## src/hw/rtl/rbp_slot_mem.sv

```systemverilog
// Per-slot table: owner block and the LRU prev/next links.
// One read port and one write port; synchronous, registered read.
module rbp_slot_mem #(
   parameter int DEPTH = 256,
   parameter int WIDTH = 8
) (
   input  logic                     clock,
   input  logic                     wr_en,
   input  logic [$clog2(DEPTH)-1:0] wr_addr,
   input  logic [WIDTH-1:0]         wr_data,
   input  logic [$clog2(DEPTH)-1:0] rd_addr,
   output logic [WIDTH-1:0]         rd_data
);
   logic [WIDTH-1:0] mem [DEPTH];

   always_ff @(posedge clock) begin
      if (wr_en) begin
         mem[wr_addr] <= wr_data;
      end
      rd_data <= mem[rd_addr];
   end
endmodule

```

## config.mk

```make
export PLATFORM = sky130hd
export DESIGN_NAME = rbp_slot_mem
export DESIGN_NICKNAME = d
export VERILOG_FILES = /design/src/hw/rtl/rbp_slot_mem.sv
export SDC_FILE = /design/constraint.sdc
export NUM_CORES = 2
export LEC_CHECK = 0
export CAP_MARGIN = 25
export CORE_ASPECT_RATIO = 2
export CORE_MARGIN = 2
export CORE_UTILIZATION = 43
export DETAILED_ROUTE_END_ITERATION = 7
export DONT_BUFFER_PORTS = 1
export SYNTH_ARGS = -nofsm -noshare
export SYNTH_HDL_FRONTEND = slang
export SYNTH_SLANG_ARGS = --single-unit
export TNS_END_PERCENT = 1
```

## constraint.sdc

```tcl
create_clock -name clock -period 5.15 [get_ports clock]
set_input_delay 1.03 -clock clock [delete_from_list [all_inputs] [get_ports clock]]
set_output_delay 1.03 -clock clock [all_outputs]
set_load 0.01 [all_outputs]
```

==> After elaboration in Yosys (flattened, before gate mapping) <==
Memories as Yosys holds them, arrays and structs flattened. A register that Yosys moved wholly into a read port is not among the register bits.
Index checks and enable logic that the tools add are counted.
{ "word_totals": {"register_bits": 0, "ramBits": 2048, "out_inout_bits": 8, "word_cells": 3, "n_memories": 1} }
{ "memory_table": {"columns": ["memory", "words", "width", "rd", "rd_clocked_by_memory_dff", "write_ports", "line", "rtl"], "rows": [
  ["mem", 256, 8, 1, 1, 1, "14", "logic [WIDTH-1:0] mem [DEPTH];"]
]} }
{ "classes": {"muxes": 2} }
{ "ops": {"columns": ["cell", "count"], "rows": [
  ["1-bit 2-to-1 mux", 2]
]} }

==> Longest topological paths before layout <==
{ "logic_depth": {"word_depth": 2, "depth_mapped": 11, "mapped_depth_nobuf": 6} }

==> Worst setup path before layout <==
No wires, ideal clock.
{ "synth_timing": {"path_type": "input-to-reg", "start": "input port rd_addr[0]", "end": "register rd_data[2], read port of mem", "setup_time_ps": 131, "t_arrival_ps": 2837, "required_time_ps": 5019, "path_slack_ps": 2182, "path_stages": 9, "path_cell_list": "buf_6 -> buf_12 -> buf_8 -> buf_2 -> mux4_2 -> a22oi_1 -> a21oi_1 -> nor4_1 -> nor4_2"} }
{ "synth_lines": {"columns": ["element", "line", "rtl"], "rows": [
  ["start: declaration", "11", "input logic [$clog2(DEPTH)-1:0] rd_addr,"],
  ["end: declaration", "12", "output logic [WIDTH-1:0] rd_data"]
]} }

==> impl_summary.md <==
Global route
For this run, global-route usage on met3 was measured as 3.13%. The number of global-route vias before repair was 39035. The first global-routing pass estimated 289 mm of wire. After global routing the overflow that remains totals 0. For this run, the total global-route usage over all layers was measured as 21.7%.

The highest-utilization routing layer at the global route stage is met2. The initial antenna violation count was 3. The maximum number of pins on one net before global-route repair is 579.

Global routing used 23.1% of the available met1 tracks. The met2 track utilization from global routing is 41.2%.

Synth
The count of distinct cell types in the synthesized netlist is 55. The synthesized design contains 2048 enable-type register cells. In the post-synthesis netlist, the cell with the most instances is sky130_fd_sc_hd__edfxtp_1. The sequential cell area fraction in the yosys report is 77.5%. The post-synth design cell area is 0.0796 mm2. The number of warnings printed during yosys synthesis is 0.

In the synthesized netlist the dominant register cell turns out to be sky130_fd_sc_hd__edfxtp_1. Yosys attributes the largest share of cell area to sky130_fd_sc_hd__edfxtp_1 77%, sky130_fd_sc_hd__mux4_2 13%, sky130_fd_sc_hd__mux2i_1 1.7%, sky130_fd_sc_hd__nor2_1 1.3%, sky130_fd_sc_hd__a22oi_1 1.3%. The number of instances in the synthesized netlist is 3733.

The largest total area in the synthesized netlist belongs to sky130_fd_sc_hd__edfxtp_1. After synthesis, the most frequently instantiated cells are 2048 x sky130_fd_sc_hd__edfxtp_1, 454 x sky130_fd_sc_hd__mux4_2, 282 x sky130_fd_sc_hd__nor2_1. The per-instance average area after synthesis is 21.3 um2. Synthesis produced a netlist with a net count of 3759.

The flop and latch count out of synthesis is 2056. The share of flip-flops with an asynchronous set or reset after synthesis is 0%. The area share of the leading cell type in the synthesized netlist is 77.3%.

Route
Before antenna repair, the detailed router went through 5 iterations. The routed wire length is 204 mm. The post-detailed-route via-to-cell ratio is 5.97. The routed layout has 37285 vias. In this run the remaining antenna-violating nets after routing total 0.

The wire length per cell is 32.6 um. For this block, the initial DRC count from the detailed router was 3525. After detailed routing, the number of remaining DRC violations is 0.

Flow run
Max-cap violations in this run came to 0.

Layout
The number of nets in the layout is 3781. The number of standard cells in the final layout excluding fillers is 6246. The storage element area is 0.0617 mm2.

The share of cells above drive strength 1 is 20.5%. Counting the fill cells in the layout gives 15018. In the final layout, the multi-input gates occupy 0.0165 mm2. The area growth from synthesis to layout is 9.79%.

Clock tree
The clock transition at the registers of the reported paths is 60 ps. The number of gates resized after CTS was 0. The tree is rooted in a sky130_fd_sc_hd__clkbuf_16. The clock latency at the later pin of the worst-skew pair is 840 ps. The depth of the CTS H-tree is 4. Buffers inserted during clock tree synthesis total 175. The number of setup buffers added after CTS is 0.

The quantity of hold-fixing buffers added after cts is 0. The tree built by TritonCTS fans out to 2056 sinks. The TritonCTS clock tree is done. The maximum clock path buffer count is 4.

STA
The aggregate negative setup slack is 0 ps. Setup violations remaining at the end of the flow were counted as 0. The count of final max-slew check failures is 0.

The measured slew at the worst slew-check pin is 1470 ps. The worst path uses 71.8% of the clock period. The final worst clock skew is 42.3 ps. Measured against its own limit, the worst slew margin works out to 1.83%. The worst path in the final design needs a cycle of 3700 ps, including I/O delays and setup. The hold violation total from the final report is 0.

Based on the critical path, the design can be clocked at up to 0.270 GHz. Setup repair after global routing left no endpoint under its margin.

Place
Once placement completed, the tool counted placed cells totaling 5939. The post-DP HPWL is 124 mm. The congestion estimate from routability-driven global placement came to 0.849. In this run the tool buffered the top-level ports with 0 buffer cells.

Pwr
The static leakage is 26.4 nW. The power density normalized to cell area is 376 mW/mm2. Across the VDD grid, the largest voltage drop is 275 uV.

Worst hold path
The min-delay analysis places its worst path in the category in -> reg.

Setup path
Of all nets on the critical path, the largest fanout is 578. The worst setup path is launched from a primary input. The element type at the critical path end is a flip-flop. Walking the worst path, the cells encountered are mux2i_1, o22ai_1, o21ai_0, nand3_1, nor4_1, buf_4, nor4_1. The delay contributed by the slowest stage of the critical path is 800 ps. The critical path data required time is 5820 ps. The critical-path cell with the highest stage delay is sky130_fd_sc_hd__nor4_1. The cell occurring most often along the worst timing path is sky130_fd_sc_hd__nor4_1. The data arrival time of the critical path is 4370 ps. The type of the setup path with the least slack is in -> reg.

Outcome
The run finished with clean final reports.

Die
After floorplanning, the core was divided into 223 placement rows. The area of the core region is 0.184 mm2. The effective utilization at floorplan is 43.2%. The horizontal extent of the die is 308 um. The die span in y is 612 um. The number of primary I/O pins is 34. The die area is 0.189 mm2.
-- placed cells by master (no fill, tap or decap), types with 32 or more instances in the layout --
| cell type | synthesis | final |
|---|---|---|
| sky130_fd_sc_hd__mux2i_1 | 134 | 134 |
| sky130_fd_sc_hd__clkinv_1 | 1 | 35 |
| sky130_fd_sc_hd__clkbuf_16 | 0 | 179 |
| sky130_fd_sc_hd__nor2_1 | 282 | 279 |
| sky130_fd_sc_hd__buf_4 | 27 | 67 |
| sky130_fd_sc_hd__nand2_1 | 33 | 32 |
| sky130_fd_sc_hd__o221ai_1 | 46 | 46 |
| sky130_fd_sc_hd__a21oi_1 | 96 | 96 |
| sky130_fd_sc_hd__a22oi_1 | 133 | 133 |
| sky130_fd_sc_hd__mux4_2 | 454 | 454 |
| sky130_fd_sc_hd__nand3_1 | 34 | 32 |
| sky130_fd_sc_hd__edfxtp_1 | 2048 | 2048 |
-- metal layers --
layer	part of all wire, %	routed length [um]	vias to the layer above
met2	56	114000	1300
met5	0	0	-
li1	-	-	15688
met3	5.2	10600	363
met1	33	67500	19934
met4	5.6	11500	0
-- layout make-up --
class | instances | area share (%)
timing repair buffer | 78 | 0.698
multi-input combinational | 1442 | 18.9
clock buffer | 207 | 5.25
inverter | 2 | 0.00860
clock inverter | 94 | 1.14
antenna | 5 | 0.0143
sequential | 2056 | 70.6
tap | 2362 | 3.38
-- critical path, delay by kind of cell --
family                 cells  cell delay [ps]
AND/OR/NAND/NOR            3             1090
multiplexers               1              640
AO/OA/AOI/OAI              2              640
buffers and inverters      1              280
-- logic make-up after synthesis --
family | after synthesis | share of synthesized area (%)
DFF | 2056 | 77.5
muxes | 591 | 14.6
and+or+nand+nor | 466 | 2.63
AOI/OAI and AO/OA | 385 | 3.42
buffers and inverters | 235 | 1.83
-- per-stage QoR --
step	hold slack, ps	instance area, um2	util (%)	total power [mW]	worst slack, ps
3_5_place_dp	998	81700	44.4	19.9	1130
4_1_cts	317	87300	47.4	33.0	2020
2_1_floorplan	770	79600	-	19.7	2180
5_1_grt	336	87300	47.4	33.6	1770
6_report	368	87300	47.4	32.8	1450
3_3_place_gp	985	81600	44.3	19.9	1030
-- power by group --
group          internal [mW]  leakage, nW  switching, mW  total [mW]
clock                   7.41         2.73           5.89        13.3
sequential              18.4         18.5         0.0383        18.5
combinational          0.507         5.19          0.554        1.06
-- path summary, 6_finish.rpt --
kind                                            from                   end  slack [ps]  cells past startpoint
worst max-delay path                      rd_addr[0]    rd_data[7]$_DFF_P_        1450                      7
worst min-delay path                      wr_data[7]  mem[78][7]$_DFFE_PP_         370                      0
worst max register to register  mem[61][7]$_DFFE_PP_    rd_data[7]$_DFF_P_        2390                      7
worst min register to register  mem[32][6]$_DFFE_PP_    rd_data[6]$_DFF_P_        1010                      5
-- registers in the layout, indices dropped and copies added, names as in the netlist --
| register | flops |
|---|---|
| mem | 2048 |
| rd_data | 8 |
(Power assumes the default switching activity.)
